### src/design/assert_macros.svh
// Assertion macros shared by the cell update modules.
`ifndef ASSERT_MACROS_SVH
`define ASSERT_MACROS_SVH

// Checked at every rising clock edge outside of reset.
`define COLU_ASSERT(lbl, prop, msg) \
  lbl: assert property (@(posedge clk_i) disable iff (!rst_ni) (prop)) else $error(msg);

// Checked at every rising clock edge, during reset as well.
`define COLU_ASSERT_ALWAYS(lbl, prop, msg) \
  lbl: assert property (@(posedge clk_i) (prop)) else $error(msg);

`endif

### src/design/colu_pkg.sv
// Shared constants, types and helpers of the colored Life cell update block.
`default_nettype none

package colu_pkg;

  localparam int MaxColumns = 1024;
  localparam int MaxRows    = 1024;
  localparam int ColW       = $clog2(MaxColumns);
  localparam int RowW       = $clog2(MaxRows);
  localparam int CfgW       = 11;
  localparam int IdxW       = 2;
  localparam int ColorW     = 24;
  localparam int ResetSize  = 64;
  localparam int MinSize    = 3;

  // Register indexes of the configuration port.
  localparam logic [IdxW-1:0] RegColumns = IdxW'(0);
  localparam logic [IdxW-1:0] RegRows    = IdxW'(1);

  // First position along a row or a column whose transfer completes an interior neighborhood.
  localparam int FirstInner = 2;
  // Neighbor counts of the B3/S23 rule.
  localparam int SurviveMin = 2;
  localparam int BirthCount = 3;

  // A sum of three colors fits in SumW bits; multiplying by Recip and
  // shifting right by RecipShift gives the exact quotient by three.
  localparam int SumW       = ColorW + 2;
  localparam int RecipShift = SumW + 1;
  localparam logic [SumW-1:0] Recip = SumW'(((2 ** RecipShift) + 1) / 3);

  localparam int NbrCntW = 4;

  // Output queue depth; it also bounds the items in flight.
  localparam int OutDepth = 8;

  typedef struct packed {
    logic produce;  // the item completes an interior neighborhood
    logic last;     // final interior cell of the grid
  } colu_tag_t;

  function automatic int clamp_size(input int v, input int top);
    int r;
    r = v;
    if (v < MinSize) r = MinSize;
    else if (v > top) r = top;
    return r;
  endfunction

endpackage

`default_nettype wire

### src/design/colu_out_fifo.sv
// Output queue with a credit count that bounds the items in flight.
`default_nettype none
`include "assert_macros.svh"

module colu_out_fifo (
  input  wire logic                         clk_i,
  input  wire logic                         rst_ni,
  input  wire logic                         accept_i,
  input  wire logic                         push_i,
  input  wire logic                         drop_i,
  input  wire logic [colu_pkg::ColorW-1:0]  color_i,
  input  wire logic                         last_i,
  output logic                              ready_o,
  output logic                              m_valid_o,
  input  wire logic                         m_ready_i,
  output logic      [colu_pkg::ColorW-1:0]  m_color_o,
  output logic                              m_last_o
);

  localparam int PtrW = $clog2(colu_pkg::OutDepth);
  localparam int CntW = $clog2(colu_pkg::OutDepth + 1);

  logic [colu_pkg::ColorW:0] entry_q [colu_pkg::OutDepth];
  logic [PtrW-1:0]           wr_ptr_q, rd_ptr_q;
  logic [CntW-1:0]           count_q, inflight_q;
  logic                      pop;

  assign pop = m_valid_o && m_ready_i;

  always_ff @(posedge clk_i) begin
    if (push_i) begin
      entry_q[wr_ptr_q] <= {last_i, color_i};
    end
  end

  // Every accepted transfer holds one credit until its result leaves the
  // queue, or until it leaves the pipeline without a result.
  always_ff @(posedge clk_i or negedge rst_ni) begin
    if (!rst_ni) begin
      wr_ptr_q   <= '0;
      rd_ptr_q   <= '0;
      count_q    <= '0;
      inflight_q <= '0;
    end else begin
      if (push_i) wr_ptr_q <= wr_ptr_q + 1'b1;
      if (pop)    rd_ptr_q <= rd_ptr_q + 1'b1;
      count_q    <= count_q + CntW'(push_i) - CntW'(pop);
      inflight_q <= inflight_q + CntW'(accept_i) - CntW'(pop) - CntW'(drop_i);
    end
  end

  assign ready_o   = (inflight_q != CntW'(colu_pkg::OutDepth));
  assign m_valid_o = (count_q != '0);
  assign m_color_o = entry_q[rd_ptr_q][colu_pkg::ColorW-1:0];
  assign m_last_o  = entry_q[rd_ptr_q][colu_pkg::ColorW];

  `COLU_ASSERT(a_queue_within_credit, count_q <= inflight_q, "queue holds more than the credits taken")
  `COLU_ASSERT(a_no_overflow, push_i |-> (count_q != CntW'(colu_pkg::OutDepth)), "push into a full queue")

endmodule

`default_nettype wire

### config.mk
export PLATFORM = sky130hd
export DESIGN_NAME = colu_out_fifo
export DESIGN_NICKNAME = d
export VERILOG_FILES = /design/src/design/colu_pkg.sv /design/src/design/colu_out_fifo.sv
export VERILOG_INCLUDE_DIRS = /design/src /design/src/design
export SDC_FILE = /design/constraint.sdc
export NUM_CORES = 1
export LEC_CHECK = 0
export BUFFER_PORTS_ARGS = -buffer_cell sky130_fd_sc_hd__buf_2
export CELL_PAD_IN_SITES_DETAIL_PLACEMENT = 1
export CELL_PAD_IN_SITES_GLOBAL_PLACEMENT = 2
export CORE_ASPECT_RATIO = 0.8
export CORE_MARGIN = 10
export CORE_UTILIZATION = 30
export DETAILED_ROUTE_END_ITERATION = 10
export HOLD_SLACK_MARGIN = 0.05
export PLACE_DENSITY = 0.54
export SLEW_MARGIN = 20
export SYNTH_ARGS = -nofsm -noshare
export SYNTH_HDL_FRONTEND = slang
export SYNTH_SLANG_ARGS = --single-unit
export TNS_END_PERCENT = 100
### constraint.sdc
create_clock -name clk_i -period 8.2 [get_ports clk_i]
set_input_delay 1.23 -clock clk_i [delete_from_list [all_inputs] [get_ports clk_i]]
set_output_delay 1.23 -clock clk_i [all_outputs]
set_load 0.02 [all_outputs]
Word-level counts from Yosys, hierarchy flattened --
Memory sizes are Yosys's and may differ from the RTL's. Index checks and enable logic that the tools add are counted.
Operators by class: add/sub/neg operators 7, equality and inequality tests 1, reduce and logical (&&, ||, !) cells 2, multiplexer cells 2
Operator list (count):
- subtractor 4 x 1 -> 4 bit | 3
- adder 4 x 1 -> 4 bit | 2
- adder 3 x 1 -> 3 bit, second input constant | 2
- != test 4 bit, second input constant | 1
- nonzero test 4 bit | 1
- 2-to-1 mux 1 bit | 2
- logical AND 1 bit | 1
Word-level totals: memories 1, bits of input ports 31, bits in writable memories 200, bits in registers 14, output and inout port bits 27, word-level logic and storage cells 17
Memory list:
- entry_q | depth 8, width 25, read ports 1, clocked after memory_dff 0, wr ports 1, RTL line colu_out_fifo.sv:23 | logic [colu_pkg::ColorW:0] entry_q [colu_pkg::OutDepth];

Longest topological paths before layout --
depth after elaboration 4, mapped depth 12, depth with buffers taken out 12

Least setup slack after synthesis --
Ideal clock, no wire load.
path type in2reg, start point in push_i, end point mem entry_q[0][0] (netlist name), enable pin, data required time 7.762 ns, cell stages on the path 2, path slack 4.700 ns, setup time 0.438 ns, path buffers 0, data arrival time 3.062 ns, path through nand2b_1 -> nor3_1
On the way: word-level cells in the longest chain between the ends 2
Ends and longest elaborated chain:
- from (decl) | RTL line colu_out_fifo.sv:9 | input wire logic push_i,
- 2-to-1 mux 1 bit | RTL line colu_out_fifo.sv:31 | if (push_i) begin
- 2-to-1 mux 1 bit (not written as such) | RTL line colu_out_fifo.sv:32 | entry_q[wr_ptr_q] <= {last_i, color_i};
- to (decl) | RTL line colu_out_fifo.sv:23
Every way passes these cells.

Worst setup path in the final report --
start point reg rd_ptr_q[0], end point out m_color_o[2] (netlist name)
On the way: word-level cells in the longest chain between the ends 1
Ends and longest elaborated chain:
- from (decl) | RTL line colu_out_fifo.sv:24 | logic [PtrW-1:0] wr_ptr_q, rd_ptr_q;
- from (signal assigned) | RTL line colu_out_fifo.sv:46 | if (pop) rd_ptr_q <= rd_ptr_q + 1'b1;
- memory read (8 x 25 bit)
- to (decl) | RTL line colu_out_fifo.sv:16 | output logic [colu_pkg::ColorW-1:0] m_color_o,
Every way passes these cells.

==> metrics.md <==
| Metric | Value |
|---|---|
| CTS Hold Bufs | `0` |
| DP HPWL | `9980 um` |
| # IOs | `58` |
| Synthesized area | `8490 um^2` |
| Setup Viol. Count Final | `0` |
| RSZ-0062 raised after global routing | `no` |
| Starting density of the core | `0.302` |
| DR DRC count | `0` |
| Routed WL per cell | `21.4 um` |
| Slowest CP cell | `dfrtp_2` |
| Post-synth top cells | `200 x edfxtp_1, 49 x mux4_1, 27 x mux2_2` |
| Worst skew pair latency | `0.51 ns` |
| Top cells by area, synth | `edfxtp_1 71%, mux4_1 15%, dfrtp_1 4.1%` |
| Gate Count Post-Synth | `364` |
| Die area | `35500 um^2` |
| Clk_skew | `0.0134 ns` |
| Slew @ Worst Pin | `1.07 ns` |
| Final WS setup | `3.89 ns` |
| Launch point of the worst path | `rd_ptr_q[0]` |
| Async set-reset flop share out of synthesis | `0.0654` |
| Htree depth | `1` |
| WS Path Type | `reg -> out` |
| Root buf cell | `clkbuf_16` |
| Hold_ws | `0.494 ns` |
| Critical Path RT | `6.97 ns` |
| Critical Path Sink Type | `output port` |
| Placeable core region | `28100 um^2` |
| Final Cycle Share | `0.525` |
| Total CTS buffers | `24` |
| Worst min path class | `reg -> reg` |
| CTS clk-pin slew, worst paths | `0.06 ns` |
| # diodes | `0` |
| Cts repair resizes | `0` |
| Cell Pwr Density | `364 nW/um^2` |
| Drt total wl | `17600 um` |
| Slew HR | `0.284` |
| Chip height | `170 um` |
| Max cap viols | `0` |
| 1st-iter DRT viols | `165` |
| Max frequency | `232 MHz` |
| Number of port buffers | `57` |
| Grt total ovfl | `0` |
| Hold Path End | `wr_ptr_q[2]` |
| Post-synth top area share | `0.707` |
| Post-synth top flop | `edfxtp_1` |
| Synth Area per Inst | `23.3 um^2` |
| Final #Nets | `482` |
| Hold path depth | `1` |
| Setup TNS | `0 ns` |
| Largest net degree at the start of global routing | `53` |
| Final Max Slew Viols | `0` |
| Post-CTS Setup Inserts | `0` |
| LEAKAGE | `3.50 nW` |
| Sink Count | `214` |
| Share of the yosys chip area belonging to registers | `0.748` |
| Area occupied by multi-input gates | `2030 um^2` |
| Hold path startpoint | `wr_ptr_q[2]` |
| Flop2flop setup slack | `5.51 ns` |
| First-pass GRT wire length | `26800 um` |
| Outcome | `finished, final reports clean` |
| Final ANT Viol Nets | `0` |
| Die width | `208 um` |
| GRT Util Overall | `0.0994` |
| Yosys warnings | `0` |
| Layout cells sized above 1 | `0.302` |
| Post-Syn Nets | `409` |
| Fillcell total | `2724` |
| GP Congestion | `0.658` |
| Vias | `3797` |
| Initial antenna violation count | `2` |
| Row cnt | `55` |
| Count leader, synth | `edfxtp_1` |
| Synthesis-to-finish area growth | `18.3%` |
| RR Startpoint | `count_q[2]` |
| CP arrival | `3.08 ns` |
| Yosys top cell by area | `edfxtp_1` |
| #FFs+latches synth | `214` |
| FF/Latch Area | `6360 um^2` |
| Startpoint Class | `flop` |
| Vias per cell | `4.61` |
| Worst path cell trace | `buf_4, mux4_1, mux2_2, buf_2` |
| IR Drop Worst-Case VDD | `161 uV` |
| Crit path max fanout | `30` |
| Number of synthesized flops with an enable pin | `200` |
| Reg2reg path depth | `10` |
| Worst-case clock buffer depth | `3` |
| R2r endpoint | `inflight_q[2]` |
| CP max stage delay | `0.83 ns` |
| Tmin final | `4.31 ns` |
| Final hold viol count | `0` |
| Place WS | `4.34 ns` |
| Vias in the first global route | `4232` |
| TritonCTS clock tree | `yes` |
| Count of different cell masters after synthesis | `21` |
| DR pass1 iterations | `4` |
-- area by class of cell --
class / count / area share
multi-input combinational: 118 / 0.202
timing repair buffer: 62 / 0.0321
sequential: 214 / 0.633
inverter: 17 / 0.00635
tap: 370 / 0.0461
clock inverter: 14 / 0.0178
clock buffer: 28 / 0.0634
-- critical path, delay by kind of cell (launching register included) --
| kind | cells | cell delay (ns) |
|---|---|---|
| flip-flops | 1 | 0.83 |
| multiplexers | 2 | 0.97 |
| buffers and inverters | 2 | 0.74 |
-- routing by layer --
layer  track usage  wire length [um]
met5             0                22
met4        0.0267               376
met3        0.0270               806
met2         0.167              8530
met1         0.125              7870
-- cells in the final DEF, fill, tap and decap left out, types with 2 or more instances in the layout --
master      instances
buf_2              57
buf_4               5
bufinv_16           4
clkbuf_1            3
clkbuf_16          25
clkinv_1            3
clkinv_2            3
clkinvlp_4          2
dfrtp_1            12
dfrtp_2             2
edfxtp_1          200
fa_1                3
ha_1               11
inv_1              17
mux2_2             27
mux4_1             49
nand2_1             4
nand2b_1            3
nand3_1             2
nor2_4              6
nor3_2              2
xnor2_1             5
xor2_1              2
-- where the power goes --
part           switching [W]  internal, W  total, W
clock network       0.000413     0.000681   0.00109
registers          0.0000886      0.00139   0.00148
logic               0.000604     0.000480   0.00108
-- state kept, by name, summed over array words and instances (netlist names) --
register    flops
entry_q       200
count_q         4
inflight_q      4
rd_ptr_q        3
wr_ptr_q        3
-- per-stage QoR --
| step | cell area, um^2 | power, W | utilization | instances |
|---|---|---|---|---|
| floorplan | 8490 | 0.00226 | - | 364 |
| global placement | 9230 | 0.00261 | 0.329 | 781 |
| detailed placement | 9230 | 0.00264 | 0.329 | 781 |
| CTS | 10000 | 0.00374 | 0.358 | 823 |
| global route | 10000 | 0.00387 | 0.358 | 823 |
| finish | 10000 | 0.00366 | 0.358 | 823 |
-- worst max-delay path by stage --
stage / cells past startpoint / endpoint / slack, ns
6_report: 4 / m_color_o[2] / 3.89
5_1_grt: 4 / m_color_o[18] / 3.73
4_1_cts: 4 / m_color_o[18] / 3.78
3_5_place_dp: 4 / m_color_o[18] / 4.34
3_3_place_gp: 4 / m_color_o[2] / 4.38
2_1_floorplan: 2 / entry_q[0][0] / 4.70
-- logic make-up (layout without fill, tap and decap cells) --
family | count (synthesis) | count (layout) | synth area share
compound gates | 2 | 2 | 0.00147
fa+ha+maj | 14 | 14 | 0.0233
xor+xnor | 7 | 7 | 0.00722
flops | 214 | 214 | 0.748
simple gates | 18 | 18 | 0.0100
buf+inv | 32 | 121 | 0.0196
mux | 77 | 77 | 0.190
Power figures use the tool's default switching activity.
