## src/design/assert_macros.svh

```systemverilog
// Assertion macros shared by the cell update modules.
`ifndef ASSERT_MACROS_SVH
`define ASSERT_MACROS_SVH

// Checked at every rising clock edge outside of reset.
`define COLU_ASSERT(lbl, prop, msg) \
  lbl: assert property (@(posedge clk_i) disable iff (!rst_ni) (prop)) else $error(msg);

// Checked at every rising clock edge, during reset as well.
`define COLU_ASSERT_ALWAYS(lbl, prop, msg) \
  lbl: assert property (@(posedge clk_i) (prop)) else $error(msg);

`endif

```

## src/design/colu_pkg.sv

```systemverilog
// Shared constants, types and helpers of the colored Life cell update block.
`default_nettype none

package colu_pkg;

  localparam int MaxColumns = 1024;
  localparam int MaxRows    = 1024;
  localparam int ColW       = $clog2(MaxColumns);
  localparam int RowW       = $clog2(MaxRows);
  localparam int CfgW       = 11;
  localparam int IdxW       = 2;
  localparam int ColorW     = 24;
  localparam int ResetSize  = 64;
  localparam int MinSize    = 3;

  // Register indexes of the configuration port.
  localparam logic [IdxW-1:0] RegColumns = IdxW'(0);
  localparam logic [IdxW-1:0] RegRows    = IdxW'(1);

  // First position along a row or a column whose transfer completes an interior neighborhood.
  localparam int FirstInner = 2;
  // Neighbor counts of the B3/S23 rule.
  localparam int SurviveMin = 2;
  localparam int BirthCount = 3;

  // A sum of three colors fits in SumW bits; multiplying by Recip and
  // shifting right by RecipShift gives the exact quotient by three.
  localparam int SumW       = ColorW + 2;
  localparam int RecipShift = SumW + 1;
  localparam logic [SumW-1:0] Recip = SumW'(((2 ** RecipShift) + 1) / 3);

  localparam int NbrCntW = 4;

  // Output queue depth; it also bounds the items in flight.
  localparam int OutDepth = 8;

  typedef struct packed {
    logic produce;  // the item completes an interior neighborhood
    logic last;     // final interior cell of the grid
  } colu_tag_t;

  function automatic int clamp_size(input int v, input int top);
    int r;
    r = v;
    if (v < MinSize) r = MinSize;
    else if (v > top) r = top;
    return r;
  endfunction

endpackage

`default_nettype wire

```

## src/design/colu_ctrl.sv

```systemverilog
// Grid size registers and raster position counters.
`default_nettype none
`include "assert_macros.svh"

module colu_ctrl (
  input  wire logic                         clk_i,
  input  wire logic                         rst_ni,
  input  wire logic                         cfg_we_i,
  input  wire logic [colu_pkg::IdxW-1:0]    cfg_idx_i,
  input  wire logic [colu_pkg::CfgW-1:0]    cfg_wdata_i,
  input  wire logic                         accept_i,
  output logic      [colu_pkg::ColW-1:0]    addr_o,
  output colu_pkg::colu_tag_t               tag_o
);

  logic [colu_pkg::ColW-1:0] cols_m1_q, col_q, col_d;
  logic [colu_pkg::RowW-1:0] rows_m1_q, row_q, row_d;

  always_comb begin
    col_d = col_q;
    row_d = row_q;
    if (col_q == cols_m1_q) begin
      col_d = '0;
      row_d = (row_q == rows_m1_q) ? '0 : row_q + 1'b1;
    end else begin
      col_d = col_q + 1'b1;
    end
  end

  always_ff @(posedge clk_i or negedge rst_ni) begin
    if (!rst_ni) begin
      cols_m1_q <= colu_pkg::ColW'(colu_pkg::clamp_size(colu_pkg::ResetSize,
                                                        colu_pkg::MaxColumns) - 1);
      rows_m1_q <= colu_pkg::RowW'(colu_pkg::clamp_size(colu_pkg::ResetSize,
                                                        colu_pkg::MaxRows) - 1);
      col_q     <= '0;
      row_q     <= '0;
    end else if (cfg_we_i && (cfg_idx_i == colu_pkg::RegColumns)) begin
      cols_m1_q <= colu_pkg::ColW'(colu_pkg::clamp_size(int'(cfg_wdata_i),
                                                        colu_pkg::MaxColumns) - 1);
      col_q     <= '0;
      row_q     <= '0;
    end else if (cfg_we_i && (cfg_idx_i == colu_pkg::RegRows)) begin
      rows_m1_q <= colu_pkg::RowW'(colu_pkg::clamp_size(int'(cfg_wdata_i),
                                                        colu_pkg::MaxRows) - 1);
      col_q     <= '0;
      row_q     <= '0;
    end else if (accept_i) begin
      col_q <= col_d;
      row_q <= row_d;
    end
  end

  assign addr_o        = col_q;
  assign tag_o.produce = (row_q >= colu_pkg::RowW'(colu_pkg::FirstInner)) &&
                         (col_q >= colu_pkg::ColW'(colu_pkg::FirstInner));
  assign tag_o.last    = (row_q == rows_m1_q) && (col_q == cols_m1_q);

  `COLU_ASSERT(a_pos_in_grid, (col_q <= cols_m1_q) && (row_q <= rows_m1_q), "position off the grid")

endmodule

`default_nettype wire

```

## config.mk

```make
export PLATFORM = sky130hd
export DESIGN_NAME = colu_ctrl
export DESIGN_NICKNAME = d
export VERILOG_FILES = /design/src/design/colu_pkg.sv /design/src/design/colu_ctrl.sv
export VERILOG_INCLUDE_DIRS = /design/src /design/src/design
export SDC_FILE = /design/constraint.sdc
export NUM_CORES = 1
export LEC_CHECK = 0
export BUFFER_PORTS_ARGS = -buffer_cell sky130_fd_sc_hd__buf_4
export CAP_MARGIN = 25
export CORE_UTILIZATION = 27
export DETAILED_ROUTE_END_ITERATION = 8
export GPL_TIMING_DRIVEN = 0
export SLEW_MARGIN = 40
export SYNTH_ARGS = -nofsm -noshare
export SYNTH_HDL_FRONTEND = slang
export SYNTH_SLANG_ARGS = --single-unit
```

## constraint.sdc

```tcl
create_clock -name clk_i -period 5.4 [get_ports clk_i]
set_input_delay 0.54 -clock clk_i [delete_from_list [all_inputs] [get_ports clk_i]]
set_output_delay 0.54 -clock clk_i [all_outputs]
set_load 0.02 [all_outputs]
```

# --- Word level (Yosys, flattened, before mapping) ---
# Index checks and enable logic that the tools add are counted.
totals:
  register_bits: 40
  input_bits: 17
  out_inout_bits: 12
  wordCells: 39
classes:
  addsub: 4
  order_cmp: 4
  n_eq_ne: 3
  mux: 14
  bitwise: 1
  n_reduce_logical: 9
op_table:
  columns: ["op", "n"]
  rows:
  - ["$mux W10", 14]
  - ["$add A10 B1 Y10 const B", 2]
  - ["$eq A10 B10 Y1", 2]
  - ["$ge A10 B2 Y1 const B", 2]
  - ["$sub A10 B2 Y10 const B", 2]
  - ["$gt A11 B11 Y1 const B", 1]
  - ["$lt A11 B2 Y1 const B", 1]
  - ["$reduce_bool A3 Y1", 2]
  - ["$logic_and A1 B1 Y1", 4]
  - ["$reduce_and A2 Y1", 2]
  - ["$eq A2 B1 Y1 const B", 1]
  - ["$logic_not A2 Y1", 1]
  - ["$not A1 Y1", 1]

# --- Longest topological paths before layout ---
depth:
  depth_word: 6
  mapped_depth: 12
  mapped_depth_nobuf: 10

# --- Least setup slack after synthesis ---
# No wires, ideal clock.
synth_path:
  path_kind: "input -> register"
  start: "in cfg_wdata_i[4] (netlist name)"
  end: "reg cols_m1_q[6] (netlist name)"
  setup_time_ns: 0.125
  arrival_time_ns: 2.368
  required_ns: 5.275
  setup_slack_ns: 2.907
  cell_stages: 10
  path_buffers: 1
  cell_sequence: "or3_4 > nor4_1 > nor2_1 > nor2_1 > inv_1 > ha_1 > clkbuf_1 > a21oi_1 > a21oi_1 > mux2_2"
synth_between:
  elab_chain_len: 5
  elab_cells_between_ends: 6
  cone_classes: "1 x add/sub; 2 x order compare; 3 x mux"
synth_rtl:
  columns: ["item", "line", "rtl"]
  rows:
  - ["start, declared", "colu_ctrl.sv:10", "input wire logic [colu_pkg::CfgW-1:0] cfg_wdata_i,"]
  - ["$gt A11 B11 Y1", "colu_pkg.sv:46", "else if (v > top) r = top;"]
  - ["$mux W10", "colu_pkg.sv:46", null]
  - ["$mux W10 *", "colu_pkg.sv:45", "if (v < MinSize) r = MinSize;"]
  - ["$mux W10 *", "colu_ctrl.sv:38", "end else if (cfg_we_i && (cfg_idx_i == colu_pkg::RegColumns)) begin"]
  - ["$sub A10 B2 Y10 *", "colu_ctrl.sv:40", "colu_pkg::MaxColumns) - 1);"]
  - ["end signal, assigned", "colu_ctrl.sv:32", "cols_m1_q <= colu_pkg::ColW'(colu_pkg::clamp_size(colu_pkg::ResetSize,"]
  - ["end signal, assigned", "colu_ctrl.sv:39", "cols_m1_q <= colu_pkg::ColW'(colu_pkg::clamp_size(int'(cfg_wdata_i),"]
  - ["end, declared", "colu_ctrl.sv:16", "logic [colu_pkg::ColW-1:0] cols_m1_q, col_q, col_d;"]
# Every way passes the cells marked *; elsewhere a longest branch is shown, timed or not. The select of a mux whose other input is x is not followed.
# A chain may end at the register's enable or synchronous reset.

==> impl_metrics.py <==
metrics = {
    "outcome": {
        "status": "finished, final reports clean",
    },
    "clock_tree": {
        "cts_setup_buffers": 0,
        "cts_max_path_buffers": 2,
        "h-tree-depth": 2,
        "cts_resized": 0,
        "cts.clk_slew.worst_paths_ns": 0.08,
        "cts_root_buffer": "clkbuf_8",
        "cts_made_buffers": 5,
        "ctsHoldBuffers": 0,
        "tritoncts": "done",
        "clock_latency_ns": 0.29,
        "clock-sinks": 40,
    },
    "synth": {
        "syn_area_per_cell_um2": 9.17,
        "synth-seq-cells": 40,
        "synth_ff_type": "dfrtp_1",
        "synth_seq_area_share": 0.430,
        "yosys_warnings": 0,
        "yosysMostFrequentCell": "nor2_1",
        "synth.top_cells.by_count": "nor2_1, dfrtp_1, xor2_1",
        "yosys-top-cells-area": "dfrtp_1, dfstp_2, xor2_1, nor2_1, nand2_1",
        "synth_top_area_frac": 0.296,
        "synth_cells": 258,
        "async_flop_share": 1.00,
        "yosysTopAreaCell": "dfrtp_1",
        "synth_edf_count": 0,
        "syn-num-nets": 280,
        "synth_area_um2": 2360,
        "ys_types": 41,
    },
    "run": {
        "drv_cap": 0,
    },
    "grt": {
        "grt_use_total": 0.129,
        "grt_pass1_wl_um": 9030,
        "use_met3": 0.0255,
        "grt.busiest_layer": "met2",
        "grt_pass1_vias": 1770,
        "gr-total-overflow": 0,
        "grt_use_met1": 0.184,
        "gr-usage-met2": 0.196,
        "antenna_found_initial": 0,
        "grt_max_degree": 41,
    },
    "detailed_routing": {
        "vias_per_cell": 4.97,
        "num_vias": 1972,
        "wl_per_cell_um": 14.0,
        "dr.pass1.iters": 4,
        "routed_wl_um": 5550,
        "drtAntennaViolNets": 0,
        "dr.first_iter.drc_count": 85,
        "route.detailed.drc": 0,
    },
    "placed_design": {
        "place.gp.congestion": 0.821,
        "place_hpwl_um": 4150,
        "port_buffers": 26,
        "place_ws_ns": 2.39,
    },
    "floorplanning": {
        "fp.coreArea_um2": 8340,
        "pin_count": 29,
        "die-height_um": 95.6,
        "dieArea_um2": 9140,
        "row_count": 33,
        "die_w_um": 95.6,
        "start_util": 0.284,
    },
    "power": {
        "leakagePower_nw": 1.21,
        "p_per_area_nw_per_um2": 277,
        "vdd_drop_max_mv": 0.106,
    },
    "final_layout": {
        "regArea_um2": 1020,
        "final_util": 0.336,
        "layout.nets": 313,
        "areaGrowthSynthToFinish_pct": 18.4,
        "nFillCells": 898,
        "drive_above_1_share": 0.209,
        "multiInputGateArea_um2": 1280,
        "diodes": 0,
    },
    "worst_setup_path": {
        "start_kind": "flop",
        "worstPathArrival_ns": 2.19,
        "worstPathRequired_ns": 4.86,
        "crit_path_max_fanout": 5,
        "path_class": "flop to primary output",
        "worst_setup_path_end_kind": "primary output",
    },
    "sta": {
        "rsz0062_at_grt": "no",
        "hold_slack_ns": 0.209,
        "tightest_slew_ns": 0.653,
        "period_share": 0.505,
        "tns_ns": 0,
        "fin_ws_ns": 2.67,
        "fin_skew_ns": 0.00447,
        "fmax_mhz": 367,
        "setup_violations": 0,
        "slew_viol_final": 0,
        "fin_crit_ns": 2.73,
        "timing.slew.headroom": 0.563,
        "hold_violations": 0,
    },
    "hold_path": {
        "hold_class": "input port to asynchronous set/reset pin",
    },
}
per-layer routing:
metal | up-vias | routed length [um] | part of all wire
li1 | 977 | - | -
met1 | 943 | 2760 | 0.50
met2 | 46 | 2460 | 0.44
met3 | 6 | 258 | 0.046
met4 | 0 | 70 | 0.013
met5 | - | 0 | 0
power by group:
| group | internal, mW | switching [mW] | leakage (nW) | total, mW |
|---|---|---|---|---|
| Clock | 0.137 | 0.105 | 0.0552 | 0.242 |
| Combinational | 0.0682 | 0.0799 | 0.670 | 0.148 |
| Sequential | 0.348 | 0.0373 | 0.480 | 0.385 |
cell families (layout without fill, tap and decap cells):
| family | Yosys count | in the layout | synth area share |
|---|---|---|---|
| simple gates | 112 | 112 | 0.248 |
| compound gates | 49 | 49 | 0.132 |
| flops | 40 | 40 | 0.430 |
| xor+xnor | 27 | 27 | 0.100 |
| buf+inv | 17 | 51 | 0.0275 |
| mux | 8 | 8 | 0.0370 |
| fa+ha+maj | 5 | 5 | 0.0265 |
sequential cells by signal, summed over array words and instances (netlist names):
register,cells
rows_m1_q,10
row_q,10
addr_o,10
cols_m1_q,10
final cells by class:
type,count,area share
multi-input combinational,201,0.459
sequential,40,0.363
timing repair buffer,26,0.0697
tap,105,0.0469
clock buffer,6,0.0259
clock inverter,2,0.0125
inverter,9,0.0121
buffer,8,0.0112
metrics by stage:
stage               total power [mW]  std cells  instance area [um2]
finish                         0.776        397                 2800
global route                   0.819        397                 2800
CTS                            0.787        397                 2800
detailed placement             0.540        389                 2690
global placement               0.535        389                 2690
floorplan                      0.481        258                 2360
worst paths after layout:
path                                                from                  endpoint  slack (ns)  cells past startpoint
worst max-delay path               addr_o[8]$_DFFE_PN0P_                  tag_o[0]        2.67                      5
worst min-delay path                              rst_ni      row_q[8]$_DFFE_PN0P_        0.21                      1
worst max register to register      row_q[3]$_DFFE_PN0P_      row_q[3]$_DFFE_PN0P_        3.27                      6
worst min register to register  rows_m1_q[2]$_DFFE_PN1P_  rows_m1_q[2]$_DFFE_PN1P_        0.49                      2
max in group asynchronous                         rst_ni  cols_m1_q[3]$_DFFE_PN1P_        4.82                      1
min in group clk_i              rows_m1_q[2]$_DFFE_PN1P_  rows_m1_q[2]$_DFFE_PN1P_        0.49                      2
placed cells by master (no fill, tap or decap), drive strengths merged, types with 2 or more instances in the layout:
cell type	instances
or3	5
clkbuf	13
nand2b	4
a221o	3
mux2	6
nor2	35
o31a	3
buf	27
nand3	9
xor2	21
nor2b	4
ha	5
a22oi	3
dfrtp	28
mux2i	2
or4	3
dfstp	12
o2bb2ai	2
nor3	6
xnor2	6
a31oi	2
a21oi	14
nand3b	2
o21ai	15
nand2	19
or2	3
nor4	12
a32oi	2
inv	9
and3	7
critical path, stage by stage, from the launching register on:
cell and delay, ns:
dfrtp_1 0.46, xor2_1 0.20, nor4_2 0.37, nand3_1 0.20, nor4_1 0.45, buf_4 0.22
No activity file was read; power rests on OpenSTA's default activity.
